$ cat src/rtl/core/sha_pkg.sv
// Shared types, constants and round tables for the SHA-256 stream hash.
package sha_pkg;

   localparam int QUEUE_DEPTH = 4;
   localparam int BLOCK_WORDS = 16;
   localparam int ROUNDS = 64;

   typedef struct packed {
      logic       has_byte;
      logic [7:0] data_byte;
      logic       end_of_message;
   } req_type;

   typedef struct packed {
      logic [31:0] digest_word;
      logic [2:0]  word_index;
      logic        last_word;
   } rsp_type;

   typedef struct packed {
      logic [31:0] word;
      logic        msg_end;
   } qword_type;

   typedef struct packed {
      logic full;
      logic not_empty;
   } fifo_status_type;

   typedef enum logic [2:0] {
      FR_IDLE,
      FR_PAD_FIRST,
      FR_PAD_ZERO,
      FR_LEN_HI,
      FR_LEN_LO
   } front_state_type;

   typedef enum logic [1:0] {
      BK_IDLE,
      BK_ROUND,
      BK_ADD,
      BK_EMIT
   } back_state_type;

   localparam logic [31:0] INIT_HASH [8] = '{
      32'h6a09e667, 32'hbb67ae85, 32'h3c6ef372, 32'ha54ff53a,
      32'h510e527f, 32'h9b05688c, 32'h1f83d9ab, 32'h5be0cd19
   };

   localparam logic [31:0] ROUND_K [64] = '{
      32'h428a2f98, 32'h71374491, 32'hb5c0fbcf, 32'he9b5dba5,
      32'h3956c25b, 32'h59f111f1, 32'h923f82a4, 32'hab1c5ed5,
      32'hd807aa98, 32'h12835b01, 32'h243185be, 32'h550c7dc3,
      32'h72be5d74, 32'h80deb1fe, 32'h9bdc06a7, 32'hc19bf174,
      32'he49b69c1, 32'hefbe4786, 32'h0fc19dc6, 32'h240ca1cc,
      32'h2de92c6f, 32'h4a7484aa, 32'h5cb0a9dc, 32'h76f988da,
      32'h983e5152, 32'ha831c66d, 32'hb00327c8, 32'hbf597fc7,
      32'hc6e00bf3, 32'hd5a79147, 32'h06ca6351, 32'h14292967,
      32'h27b70a85, 32'h2e1b2138, 32'h4d2c6dfc, 32'h53380d13,
      32'h650a7354, 32'h766a0abb, 32'h81c2c92e, 32'h92722c85,
      32'ha2bfe8a1, 32'ha81a664b, 32'hc24b8b70, 32'hc76c51a3,
      32'hd192e819, 32'hd6990624, 32'hf40e3585, 32'h106aa070,
      32'h19a4c116, 32'h1e376c08, 32'h2748774c, 32'h34b0bcb5,
      32'h391c0cb3, 32'h4ed8aa4a, 32'h5b9cca4f, 32'h682e6ff3,
      32'h748f82ee, 32'h78a5636f, 32'h84c87814, 32'h8cc70208,
      32'h90befffa, 32'ha4506ceb, 32'hbef9a3f7, 32'hc67178f2
   };

   function automatic logic [31:0] ror32(input logic [31:0] x, input int n);
      return (x >> n) | (x << (32 - n));
   endfunction

endpackage

$ cat src/rtl/core/sha_fifo.sv
// Short word queue between the byte packer and the compression engine.
module sha_fifo #(
   parameter int Depth = sha_pkg::QUEUE_DEPTH
) (
   input  logic                        clock,
   input  logic                        reset,
   input  logic                        push,
   input  sha_pkg::qword_type          push_data,
   input  logic                        pop,
   output sha_pkg::qword_type          pop_data,
   output sha_pkg::fifo_status_type    status
);
   import sha_pkg::*;

   localparam int PtrW = (Depth > 1) ? $clog2(Depth) : 1;
   localparam int CntW = $clog2(Depth + 1);

   qword_type       mem_ff [Depth];
   logic [PtrW-1:0] wr_ptr_ff, wr_ptr_in;
   logic [PtrW-1:0] rd_ptr_ff, rd_ptr_in;
   logic [CntW-1:0] cnt_ff, cnt_in;
   logic            do_push, do_pop;

   assign status.full      = (cnt_ff == CntW'(Depth));
   assign status.not_empty = (cnt_ff != '0);
   assign pop_data         = mem_ff[rd_ptr_ff];
   assign do_push          = push && !status.full;
   assign do_pop           = pop && status.not_empty;

   always_comb begin
      wr_ptr_in = wr_ptr_ff;
      rd_ptr_in = rd_ptr_ff;
      cnt_in    = cnt_ff;
      if (do_push) begin
         wr_ptr_in = (wr_ptr_ff == PtrW'(Depth - 1)) ? '0 : wr_ptr_ff + 1'b1;
      end
      if (do_pop) begin
         rd_ptr_in = (rd_ptr_ff == PtrW'(Depth - 1)) ? '0 : rd_ptr_ff + 1'b1;
      end
      if (do_push && !do_pop) begin
         cnt_in = cnt_ff + 1'b1;
      end else if (do_pop && !do_push) begin
         cnt_in = cnt_ff - 1'b1;
      end
   end

   always_ff @(posedge clock) begin
      if (reset) begin
         wr_ptr_ff <= '0;
         rd_ptr_ff <= '0;
         cnt_ff    <= '0;
      end else begin
         wr_ptr_ff <= wr_ptr_in;
         rd_ptr_ff <= rd_ptr_in;
         cnt_ff    <= cnt_in;
      end
   end

   always_ff @(posedge clock) begin
      if (do_push) begin
         mem_ff[wr_ptr_ff] <= push_data;
      end
   end

endmodule

$ cat src/rtl/core/sha_front.sv
// Byte packer and padding generator that feeds big-endian words to the queue.
module sha_front (
   input  logic                      clock,
   input  logic                      reset,
   input  logic                      req_valid,
   output logic                      req_stall,
   input  sha_pkg::req_type          req_data,
   input  sha_pkg::fifo_status_type  q_status,
   output logic                      q_push,
   output sha_pkg::qword_type        q_data
);
   import sha_pkg::*;

   front_state_type state_ff, state_in;
   logic [60:0]     count_ff, count_in;
   logic [23:0]     part_ff, part_in;
   logic [3:0]      pidx_ff, pidx_in;
   logic [31:0]     pad_first;
   logic [31:0]     packed_word;
   logic            accept;

   assign accept      = (state_ff == FR_IDLE) && !q_status.full && req_valid;
   assign packed_word = {part_ff, req_data.data_byte};

   always_comb begin
      case (count_ff[1:0])
         2'd0:    pad_first = 32'h8000_0000;
         2'd1:    pad_first = {part_ff[7:0], 8'h80, 16'h0000};
         2'd2:    pad_first = {part_ff[15:0], 8'h80, 8'h00};
         default: pad_first = {part_ff[23:0], 8'h80};
      endcase
   end

   always_comb begin
      state_in = state_ff;
      unique case (state_ff)
         FR_IDLE: begin
            if (accept && req_data.end_of_message) begin
               state_in = FR_PAD_FIRST;
            end
         end
         FR_PAD_FIRST: begin
            if (!q_status.full) begin
               state_in = (pidx_ff == 4'd13) ? FR_LEN_HI : FR_PAD_ZERO;
            end
         end
         FR_PAD_ZERO: begin
            if (!q_status.full && pidx_ff == 4'd13) begin
               state_in = FR_LEN_HI;
            end
         end
         FR_LEN_HI: begin
            if (!q_status.full) begin
               state_in = FR_LEN_LO;
            end
         end
         FR_LEN_LO: begin
            if (!q_status.full) begin
               state_in = FR_IDLE;
            end
         end
         default: state_in = FR_IDLE;
      endcase
   end

   always_comb begin
      req_stall      = !((state_ff == FR_IDLE) && !q_status.full);
      q_push         = 1'b0;
      q_data.word    = packed_word;
      q_data.msg_end = 1'b0;
      unique case (state_ff)
         FR_IDLE: begin
            q_push = accept && req_data.has_byte && (count_ff[1:0] == 2'b11);
         end
         FR_PAD_FIRST: begin
            q_push      = 1'b1;
            q_data.word = pad_first;
         end
         FR_PAD_ZERO: begin
            q_push      = 1'b1;
            q_data.word = '0;
         end
         FR_LEN_HI: begin
            q_push      = 1'b1;
            q_data.word = count_ff[60:29];
         end
         FR_LEN_LO: begin
            q_push         = 1'b1;
            q_data.word    = {count_ff[28:0], 3'b000};
            q_data.msg_end = 1'b1;
         end
         default: q_push = 1'b0;
      endcase
   end

   always_comb begin
      count_in = count_ff;
      part_in  = part_ff;
      pidx_in  = pidx_ff;
      if (accept && req_data.has_byte) begin
         count_in = count_ff + 61'd1;
         part_in  = packed_word[23:0];
      end
      if (accept && req_data.end_of_message) begin
         pidx_in = count_in[5:2];
      end
      if (state_ff != FR_IDLE && !q_status.full) begin
         pidx_in = pidx_ff + 4'd1;
      end
      if (state_ff == FR_LEN_LO && !q_status.full) begin
         count_in = '0;
      end
   end

   always_ff @(posedge clock) begin
      if (reset) begin
         state_ff <= FR_IDLE;
         count_ff <= '0;
         pidx_ff  <= '0;
      end else begin
         state_ff <= state_in;
         count_ff <= count_in;
         pidx_ff  <= pidx_in;
      end
   end

   always_ff @(posedge clock) begin
      part_ff <= part_in;
   end

endmodule

$ cat src/rtl/core/sha_back.sv
// Compression engine with a block load buffer, chaining words and digest output.
module sha_back (
   input  logic                      clock,
   input  logic                      reset,
   input  sha_pkg::fifo_status_type  q_status,
   input  sha_pkg::qword_type        q_data,
   output logic                      q_pop,
   output logic                      rsp_valid,
   input  logic                      rsp_stall,
   output sha_pkg::rsp_type          rsp_data
);
   import sha_pkg::*;

   back_state_type state_ff, state_in;
   logic [31:0]    load_ff [BLOCK_WORDS];
   logic [31:0]    load_in [BLOCK_WORDS];
   logic [4:0]     load_cnt_ff, load_cnt_in;
   logic           load_end_ff, load_end_in;
   logic           blk_end_ff, blk_end_in;
   logic [31:0]    win_ff [BLOCK_WORDS];
   logic [31:0]    win_in [BLOCK_WORDS];
   logic [31:0]    var_ff [8];
   logic [31:0]    var_in [8];
   logic [31:0]    chain_ff [8];
   logic [31:0]    chain_in [8];
   logic [5:0]     rnd_ff, rnd_in;
   logic [2:0]     idx_ff, idx_in;
   logic           start;
   logic [31:0]    w_next, x1, x14, ssig0, ssig1;
   logic [31:0]    bsig0, bsig1, ch, maj, t1, t2;

   assign start = (state_ff == BK_IDLE) && load_cnt_ff[4];

   assign x1     = win_ff[1];
   assign x14    = win_ff[14];
   assign ssig0  = ror32(x1, 7) ^ ror32(x1, 18) ^ (x1 >> 3);
   assign ssig1  = ror32(x14, 17) ^ ror32(x14, 19) ^ (x14 >> 10);
   assign w_next = win_ff[0] + ssig0 + win_ff[9] + ssig1;

   assign bsig1 = ror32(var_ff[4], 6) ^ ror32(var_ff[4], 11) ^ ror32(var_ff[4], 25);
   assign ch    = (var_ff[4] & var_ff[5]) ^ (~var_ff[4] & var_ff[6]);
   assign t1    = var_ff[7] + bsig1 + ch + ROUND_K[rnd_ff] + win_ff[0];
   assign bsig0 = ror32(var_ff[0], 2) ^ ror32(var_ff[0], 13) ^ ror32(var_ff[0], 22);
   assign maj   = (var_ff[0] & var_ff[1]) ^ (var_ff[0] & var_ff[2]) ^ (var_ff[1] & var_ff[2]);
   assign t2    = bsig0 + maj;

   always_comb begin
      state_in = state_ff;
      unique case (state_ff)
         BK_IDLE: begin
            if (start) begin
               state_in = BK_ROUND;
            end
         end
         BK_ROUND: begin
            if (rnd_ff == 6'(ROUNDS - 1)) begin
               state_in = BK_ADD;
            end
         end
         BK_ADD: begin
            state_in = blk_end_ff ? BK_EMIT : BK_IDLE;
         end
         BK_EMIT: begin
            if (!rsp_stall && idx_ff == 3'd7) begin
               state_in = BK_IDLE;
            end
         end
         default: state_in = BK_IDLE;
      endcase
   end

   always_comb begin
      q_pop                = !load_cnt_ff[4] && q_status.not_empty;
      rsp_valid            = (state_ff == BK_EMIT);
      rsp_data.digest_word = chain_ff[idx_ff];
      rsp_data.word_index  = idx_ff;
      rsp_data.last_word   = (idx_ff == 3'd7);
   end

   always_comb begin
      load_in     = load_ff;
      load_cnt_in = load_cnt_ff;
      load_end_in = load_end_ff;
      blk_end_in  = blk_end_ff;
      win_in      = win_ff;
      var_in      = var_ff;
      chain_in    = chain_ff;
      rnd_in      = rnd_ff;
      idx_in      = idx_ff;
      if (q_pop) begin
         load_in[load_cnt_ff[3:0]] = q_data.word;
         load_cnt_in               = load_cnt_ff + 5'd1;
         if (load_cnt_ff[3:0] == 4'd15) begin
            load_end_in = q_data.msg_end;
         end
      end
      unique case (state_ff)
         BK_IDLE: begin
            if (start) begin
               win_in      = load_ff;
               var_in      = chain_ff;
               blk_end_in  = load_end_ff;
               load_cnt_in = '0;
               rnd_in      = '0;
            end
         end
         BK_ROUND: begin
            for (int j = 0; j < BLOCK_WORDS - 1; j++) begin
               win_in[j] = win_ff[j + 1];
            end
            win_in[BLOCK_WORDS - 1] = w_next;
            var_in[7] = var_ff[6];
            var_in[6] = var_ff[5];
            var_in[5] = var_ff[4];
            var_in[4] = var_ff[3] + t1;
            var_in[3] = var_ff[2];
            var_in[2] = var_ff[1];
            var_in[1] = var_ff[0];
            var_in[0] = t1 + t2;
            rnd_in    = rnd_ff + 6'd1;
         end
         BK_ADD: begin
            for (int j = 0; j < 8; j++) begin
               chain_in[j] = chain_ff[j] + var_ff[j];
            end
            idx_in = '0;
         end
         BK_EMIT: begin
            if (!rsp_stall) begin
               idx_in = idx_ff + 3'd1;
               if (idx_ff == 3'd7) begin
                  chain_in = INIT_HASH;
               end
            end
         end
         default: idx_in = idx_ff;
      endcase
   end

   always_ff @(posedge clock) begin
      if (reset) begin
         state_ff    <= BK_IDLE;
         load_cnt_ff <= '0;
         chain_ff    <= INIT_HASH;
         rnd_ff      <= '0;
         idx_ff      <= '0;
      end else begin
         state_ff    <= state_in;
         load_cnt_ff <= load_cnt_in;
         chain_ff    <= chain_in;
         rnd_ff      <= rnd_in;
         idx_ff      <= idx_in;
      end
   end

   always_ff @(posedge clock) begin
      load_ff     <= load_in;
      load_end_ff <= load_end_in;
      blk_end_ff  <= blk_end_in;
      win_ff      <= win_in;
      var_ff      <= var_in;
   end

endmodule

$ cat src/rtl/core/sha256_stream_hash.sv
// Top level of the SHA-256 stream hash: byte packer, word queue and compression engine.
// A byte is accepted while the packer is idle and the word queue is not full.
// Each 64-byte block passes through the round engine as a load, 64 rounds and a chaining add;
// the load buffer collects the next block meanwhile. The end of a message adds padding and length words.
// The eight digest words follow the last compression at one per cycle while rsp_stall is low.
// Synchronous reset restores the initial hash and clears counts.
module sha256_stream_hash #(
   parameter int QueueDepth = sha_pkg::QUEUE_DEPTH
) (
   input  logic             clock,
   input  logic             reset,
   input  logic             req_valid,
   output logic             req_stall,
   input  sha_pkg::req_type req_data,
   output logic             rsp_valid,
   input  logic             rsp_stall,
   output sha_pkg::rsp_type rsp_data
);
   import sha_pkg::*;

   fifo_status_type q_status;
   qword_type       q_wdata;
   qword_type       q_rdata;
   logic            q_push;
   logic            q_pop;

   sha_front u_front (
      .clock     (clock),
      .reset     (reset),
      .req_valid (req_valid),
      .req_stall (req_stall),
      .req_data  (req_data),
      .q_status  (q_status),
      .q_push    (q_push),
      .q_data    (q_wdata)
   );

   sha_fifo #(
      .Depth (QueueDepth)
   ) u_fifo (
      .clock     (clock),
      .reset     (reset),
      .push      (q_push),
      .push_data (q_wdata),
      .pop       (q_pop),
      .pop_data  (q_rdata),
      .status    (q_status)
   );

   sha_back u_back (
      .clock     (clock),
      .reset     (reset),
      .q_status  (q_status),
      .q_data    (q_rdata),
      .q_pop     (q_pop),
      .rsp_valid (rsp_valid),
      .rsp_stall (rsp_stall),
      .rsp_data  (rsp_data)
   );

endmodule
$ cat config.mk
export PLATFORM = sky130hd
export DESIGN_NAME = sha256_stream_hash
export DESIGN_NICKNAME = d
export VERILOG_FILES = /design/src/rtl/core/sha_pkg.sv /design/src/rtl/core/sha_fifo.sv /design/src/rtl/core/sha_front.sv /design/src/rtl/core/sha_back.sv /design/src/rtl/core/sha256_stream_hash.sv
export SDC_FILE = /design/constraint.sdc
export NUM_CORES = 2
export LEC_CHECK = 0
export BUFFER_PORTS_ARGS = -buffer_cell sky130_fd_sc_hd__buf_2
export CORE_MARGIN = 1.5
export CORE_UTILIZATION = 61
export CTS_BUF_LIST = sky130_fd_sc_hd__clkbuf_2
export CTS_CLUSTER_DIAMETER = 50
export DETAILED_ROUTE_END_ITERATION = 6
export PLACE_DENSITY = 0.73
export REMOVE_ABC_BUFFERS = 1
export SYNTH_ARGS = -nofsm -noshare
export SYNTH_HDL_FRONTEND = slang
export SYNTH_HIERARCHICAL = 1
export SYNTH_SLANG_ARGS = --single-unit
$ cat constraint.sdc
create_clock -name clock -period 25.4 [get_ports clock]
set_clock_uncertainty 0.15 [all_clocks]
set_input_delay 5.08 -clock clock [delete_from_list [all_inputs] [get_ports clock]]
set_output_delay 5.08 -clock clock [all_outputs]
set_load 0.005 [all_outputs]
-- After elaboration in Yosys (flattened, before gate mapping)
Memory sizes are Yosys's and may differ from the RTL's. A register that Yosys moved wholly into a read port is not among the register bits.
Index checks and enable logic that the tools add are counted.
- register bits: 1653
- memory bits (writable): 132
- memory bits (read-only): 2048
- bits of input ports: 14
- output and inout port bits: 38
- logic and storage cells: 241
- memories kept: 2
- add/sub/neg operators: 27
- magnitude comparators: 4
- equal/unequal tests: 27
- muxes and demuxes: 49
- bitwise gates (word level): 30
- reductions and logical operators: 40
- memories (memory ; words ; bits a word ; rd ports ; clocked after Yosys merged registers in ; wr ports ; line ; RTL):
    (no name shown) ; 64 ; 32 ; 1 ; 0 ; 0 ; sha_back.sv:42 ; assign t1 = var_ff[7] + bsig1 + ch + ROUND_K[rnd_ff] + win_ff[0];
    u_fifo.mem_ff ; 4 ; 33 ; 1 ; 1 ; 1 ; sha_fifo.sv:18 ; qword_type mem_ff [Depth];
- operators by type and width (kind ; count):
    one-hot mux 256 bit (2 select lines) ; 2
    one-hot mux 512 bit (2 select lines) ; 1
    2-to-1 mux 256 bit ; 3
    adder 32 bit ; 18
    bitwise mux 512 bit ; 1
    2-to-1 mux 512 bit ; 1
    bitwise XOR 32 bit ; 9
    bitwise AND 32 bit ; 5
    2-to-1 mux 32 bit ; 5
    demux 32 bit (select 4 bit) ; 1
    one-hot mux 32 bit (4 select lines) ; 1
    binary-select mux 32 bit (select 3 bit) ; 1
    one-hot mux 32 bit (3 select lines) ; 1
    adder 61 x 1 -> 61 bit (second input constant) ; 1
    inverter 32 bit ; 1
    OR 10 x 32 -> 32 bit ; 1
    OR 13 x 32 -> 32 bit ; 1
    OR 14 x 32 -> 32 bit ; 1
    OR 15 x 32 -> 32 bit ; 1
    OR 19 x 32 -> 32 bit ; 1
    OR 21 x 32 -> 32 bit ; 1
    OR 25 x 32 -> 32 bit ; 1
    OR 26 x 32 -> 32 bit ; 1
    OR 30 x 32 -> 32 bit ; 1
    47 further kinds ; 117

-- Logic depth before layout (Yosys ltp)
- word-level depth: 12
- gate-level depth with buffers: 38
- depth with buffers taken out: 37

-- Cells and area by module
The synthesis kept the hierarchy.
- modules (own cells, without submodules) (module ; instances ; cells an instance ; area an instance (um^2) ; sequential area each (um^2)):
    sha_back ; 1 ; 8513 ; 86832.0 ; 43942.1
    sha_fifo ; 1 ; 223 ; 5251.3 ; 4144.0
    sha_front ; 1 ; 558 ; 4884.7 ; 2082.0

-- Worst setup path before layout
OpenSTA, ideal clock, no wires.
- kind: reg-to-reg
- from: register u_back.state_ff[1]
- to: register u_back.rnd_ff[4]
- library setup time: 131 ps
- arrival time: 19059 ps
- data required time: 25119 ps
- path slack: 6060 ps
- cell stages (with the launch flop): 9
- buffers on the path: 3
- clock period less this slack: 19340 ps
- cell sequence: dfxtp_1 nand2b_1 clkbuf_1 clkbuf_1 buf_1 nand2_1 o21ai_0 a22oi_1 nor2_1
- cells in the longest elaborated chain, start to end: 4
- elaborated cells between the ends (all ways): 7
- those cells by class: eq/ne: 2; mux: 1; reduce/logical: 4
- RTL lines (element ; line ; RTL):
    start, declared ; sha_back.sv:14 ; back_state_type state_ff, state_in;
    start signal, assigned ; sha_back.sv:148 ; state_ff <= state_in;
    zero test 2 bit ; sha_back.sv:32, sha_back.sv:97 ;
    logical AND 1 bit ; sha_back.sv:32 ; assign start = (state_ff == BK_IDLE) && load_cnt_ff[4];
    != test 2 x 1 -> 1 bit (no source line) ; - ;
    AND reduction 2 bit (no source line) ; - ;
    end signal, assigned ; sha_back.sv:151 ; rnd_ff <= rnd_in;
    end, declared ; sha_back.sv:26 ; logic [5:0] rnd_ff, rnd_in;
Several ways; a longest one is shown, not always the timed one.
A chain may end at the register's enable or synchronous reset.

==> reports/summary.md <==
The run finished with clean final reports. After clock tree synthesis, the setup repair step added 0 buffers. Share of the synthesized area in the top cell type: 0.4453.

The period utilization was 0.4046; the port buffer count was 51. The number of distinct library cell variants in the gate-level netlist after synthesis was 114. In the layout the commonest cells are sky130_fd_sc_hd__nand2_1, sky130_fd_sc_hd__edfxtp_1, sky130_fd_sc_hd__clkbuf_2, sky130_fd_sc_hd__inv_1, sky130_fd_sc_hd__a21oi_1. The total power divided by cell area was 57.22 nW/um^2; the clock-pin transition on the worst setup and hold timing paths was 110 ps. The slowest stage cell on the critical path is sky130_fd_sc_hd__dfxtp_1. The cell type with the largest total area after synthesis is sky130_fd_sc_hd__edfxtp_1. Among cell families on the critical path, the largest total delay comes from compound AO/OA/AOI/OAI gates. The logs give 213 for the largest net degree at the start of global routing and 161400 um^2 for the overall die area.

The detailed router finished its first iteration with 10130 violations. The overall die width works out to 401.7 um. Most common cell after layout, fill and taps aside: sky130_fd_sc_hd__nand2_1. STA puts the critical path data required time at 26850 ps.

The initialized floorplan defines 146 standard-cell rows. The final total negative setup slack is 0 ps, and the maximum cell stage delay along the critical path is 840 ps. Measured along the y axis, the die boundary spans 401.7 um. The most used flip-flop cell after synthesis is sky130_fd_sc_hd__edfxtp_1. After legalization and detailed placement, the total HPWL measured 208800 um.

Across the VDD grid, the largest voltage drop is 0.07609 mV. For the overall overflow remaining after global route, the log shows 0. Averaged over all synthesized cells, the footprint is 10.43 um^2.

The run gives 302800 um as the final wirelength. The area added between synthesis and finish was 6.298%. Synthesis produced 9294 cells.

The detail route stage leaves a number of antenna-violating nets equal to 0. The routed layout has 73839 vias. The first TritonRoute pass finished after 6 iterations.

The final hold violation count came out at 0. Setup repair after global routing left no endpoint under its margin. Counting flops and latches in the post-synthesis netlist gives 1787. Post-CTS repair changed the size of 0 cells. By startpoint and endpoint, the worst setup path is classified as flop to flop. The tools report the area of the mapped netlist as 96970 um^2.

Clock sink total: 1787. Of all nets on the critical path, the largest fanout is 19. In the post-synthesis netlist, the biggest area contributors are sky130_fd_sc_hd__edfxtp_1, sky130_fd_sc_hd__nand2_1, sky130_fd_sc_hd__dfxtp_1. The average via count per standard cell was 6.230; the count of synthesis-stage warnings from yosys was 6. The count of buffer and inverter cells on the critical path is 2, and the final routed DRC violation total is 0. The worst setup path is launched from a flop.

The minimum clock period is 10280 ps, and the proportion of synthesized chip area in sequential cells is 0.5174. The analysis attributes to cell leakage a power of 41.37 nW. Yosys mapped a number of flops with a built-in enable equal to 1438.

The congestion estimate from routability-driven global placement came to 1.004. In this run the worst hold path is classified as flop to flop. The worst max-slew margin expressed relative to the limit is 0.1488, and the number of clock buffers inserted by TritonCTS is 447. Number of antenna violations at the first check in global routing: 5.

For this run, the top clock speed supported by timing is 97.30 MHz. The first global-routing pass estimated 444700 um of wire. Layout cell share with drive strength beyond 1: 0.1163.

For the number of hold buffers added after cts, the log shows 0. The fraction of registers with async set or reset after synthesis was 0; the starting utilization of the core area was 0.6130. Buffer type at the clock tree root: sky130_fd_sc_hd__clkbuf_2. TritonCTS built the clock tree. Arrival time of data at the critical path endpoint: 11730 ps. The slew of the pin with the lowest slew margin came out at 1267 ps.

The logs give 69499 for the number of global-route vias before repair and 10053 for the net count reported at finish. The tools report the utilization of the core after routing as 0.6516. The area used by multi-input combinational logic was 43470 um^2. The count of filler cells inserted in the layout is 12502.

The logs give 0.3698 for the global-route usage over all layers and 5.898 mW for the total chip power. 52 I/O pins were placed. Setup violations remaining at the end of the flow were counted as 0. The sequential cells in the finished layout cover a total of 50190 um^2. STA classifies the critical path endpoint as a flop. For the number of maximum-capacitance constraint violations, the log shows 0. In this run the deepest clock path goes through 4 buffers. The routed length per placed instance was 25.55 um; the number of H-tree branching levels was 5. The core area was 158200 um^2; the number of max-slew violations in the final report was 0. The clock latency reported for the late side of the worst-skew pair is 1940 ps.
[worst register-to-register path, delay by kind of cell (launching register included)]
family	cells	cell delay, ps
XOR/XNOR	1	210
adder cells (fa/ha/maj)	5	2620
AND/OR/NAND/NOR	11	2560
flip-flops	1	840
AO/OA/AOI/OAI	13	3150
buffers and inverters	2	610
[logic make-up (layout without fill, tap and decap cells)]
kind of cell | count (synthesis) | in the layout | share of synthesized area
AND/OR/NAND/NOR | 3447 | 3447 | 0.1480
flip-flops | 1787 | 1787 | 0.5174
AO/OA/AOI/OAI | 1702 | 1702 | 0.1134
buffers and inverters | 925 | 1407 | 0.03627
adder cells (fa/ha/maj) | 629 | 629 | 0.09579
XOR/XNOR | 619 | 619 | 0.05591
multiplexers | 185 | 185 | 0.03320
other | 0 | 5 | 0
[state kept, by name, indices dropped and copies added, names as in the netlist, named ones only]
| signal | cells |
|---|---|
| u_back/rnd_ff | 6 |
| u_back/load_ff | 512 |
| u_fifo/cnt_ff | 3 |
| u_back/idx_ff | 3 |
| u_back/x14 | 32 |
| u_back/load_cnt_ff | 5 |
| u_front/count_ff | 61 |
| u_front/state_ff | 3 |
| u_back/win_ff | 448 |
| u_back/load_end_ff | 1 |
| u_front/pidx_ff | 4 |
| u_back/chain_ff | 256 |
| u_fifo/mem_ff | 132 |
| u_back/blk_end_ff | 1 |
| u_back/var_ff | 256 |
| u_front/part_ff | 24 |
| u_back/state_ff | 2 |
| u_fifo/rd_ptr_ff | 2 |
| u_fifo/wr_ptr_ff | 2 |
| u_back/x1 | 32 |
[cell type report]
cell class,count,area share
flip-flops and latches,1787,0.4869
multi-input cells,6582,0.4218
clock buffers,690,0.03350
well taps,2072,0.02515
inverters,471,0.01721
repair buffers,142,0.009857
clock inverters,104,0.005511
diodes,5,0.0001214
[stage by stage]
step	instance area (um^2)	hold WS (ps)	worst slack, ps	instances
floorplan	95220	250.3	-45720	8840
global route	103100	270.3	14580	11851
detailed placement	99040	261.5	15270	11054
global placement	99040	251.1	15440	11054
CTS	103100	269.2	15210	11848
finish	103100	279.5	15120	11853
[cells in the mapped netlist, types with 19 or more instances]
master                     instances
sky130_fd_sc_hd__and3_1           40
sky130_fd_sc_hd__nor2b_1          54
sky130_fd_sc_hd__inv_1           463
sky130_fd_sc_hd__ha_1            412
sky130_fd_sc_hd__o31ai_1          32
sky130_fd_sc_hd__mux2_2           63
sky130_fd_sc_hd__or3_1            44
sky130_fd_sc_hd__xor2_1          239
sky130_fd_sc_hd__o21a_1           50
sky130_fd_sc_hd__o211ai_1         19
sky130_fd_sc_hd__nand4_1          54
sky130_fd_sc_hd__xnor2_1         380
sky130_fd_sc_hd__a221oi_1         20
sky130_fd_sc_hd__nor2_1          386
sky130_fd_sc_hd__fa_1            196
sky130_fd_sc_hd__nor3_1           98
sky130_fd_sc_hd__a211oi_1         45
sky130_fd_sc_hd__a22oi_1          57
sky130_fd_sc_hd__edfxtp_1       1438
sky130_fd_sc_hd__o21ai_1          24
sky130_fd_sc_hd__dfxtp_1         349
sky130_fd_sc_hd__o21ai_0         401
sky130_fd_sc_hd__nor4_1           20
sky130_fd_sc_hd__clkbuf_1        398
sky130_fd_sc_hd__buf_1            40
sky130_fd_sc_hd__nand3_1          99
sky130_fd_sc_hd__nand2_1        2465
sky130_fd_sc_hd__maj3_1           21
sky130_fd_sc_hd__a21oi_1         448
sky130_fd_sc_hd__nand2b_1         76
sky130_fd_sc_hd__mux2i_1          19
sky130_fd_sc_hd__o22ai_1          83
sky130_fd_sc_hd__a22o_1           24
sky130_fd_sc_hd__a31oi_1          48
sky130_fd_sc_hd__mux4_2          103
sky130_fd_sc_hd__o21bai_1         52
sky130_fd_sc_hd__a21o_1          190
sky130_fd_sc_hd__or4_1            19
[report_power, final]
part | leakage [nW] | internal, mW | total, mW | switching [mW]
Combinational | 22.5 | 0.110 | 0.514 | 0.404
Clock | 3.13 | 0.775 | 1.95 | 1.17
Sequential | 15.7 | 3.40 | 3.44 | 0.0322
Total | 41.4 | 4.29 | 5.90 | 1.61
[path summary, 6_finish.rpt]
kind	from	to	slack [ps]	cells past startpoint
setup / recovery	u_back/rnd_ff[0]	u_back/var_ff[254]	15120	32
hold / removal	u_back/win_ff[161]	u_back/win_ff[193]	280	2
setup reg to reg	u_back/rnd_ff[0]	u_back/var_ff[254]	15120	32
hold reg to reg	u_back/win_ff[161]	u_back/win_ff[193]	280	2
[routing by layer]
layer,wire [um],part of all wire,up-vias,GRT usage
met5,0,0,-,0
met1,132100,0.44,35897,0.5680
met3,36190,0.12,557,0.09280
met2,125200,0.41,4214,0.5099
li1,-,-,33171,-
met4,9286,0.031,0,0.1228
Power figures use the tool's default switching activity.
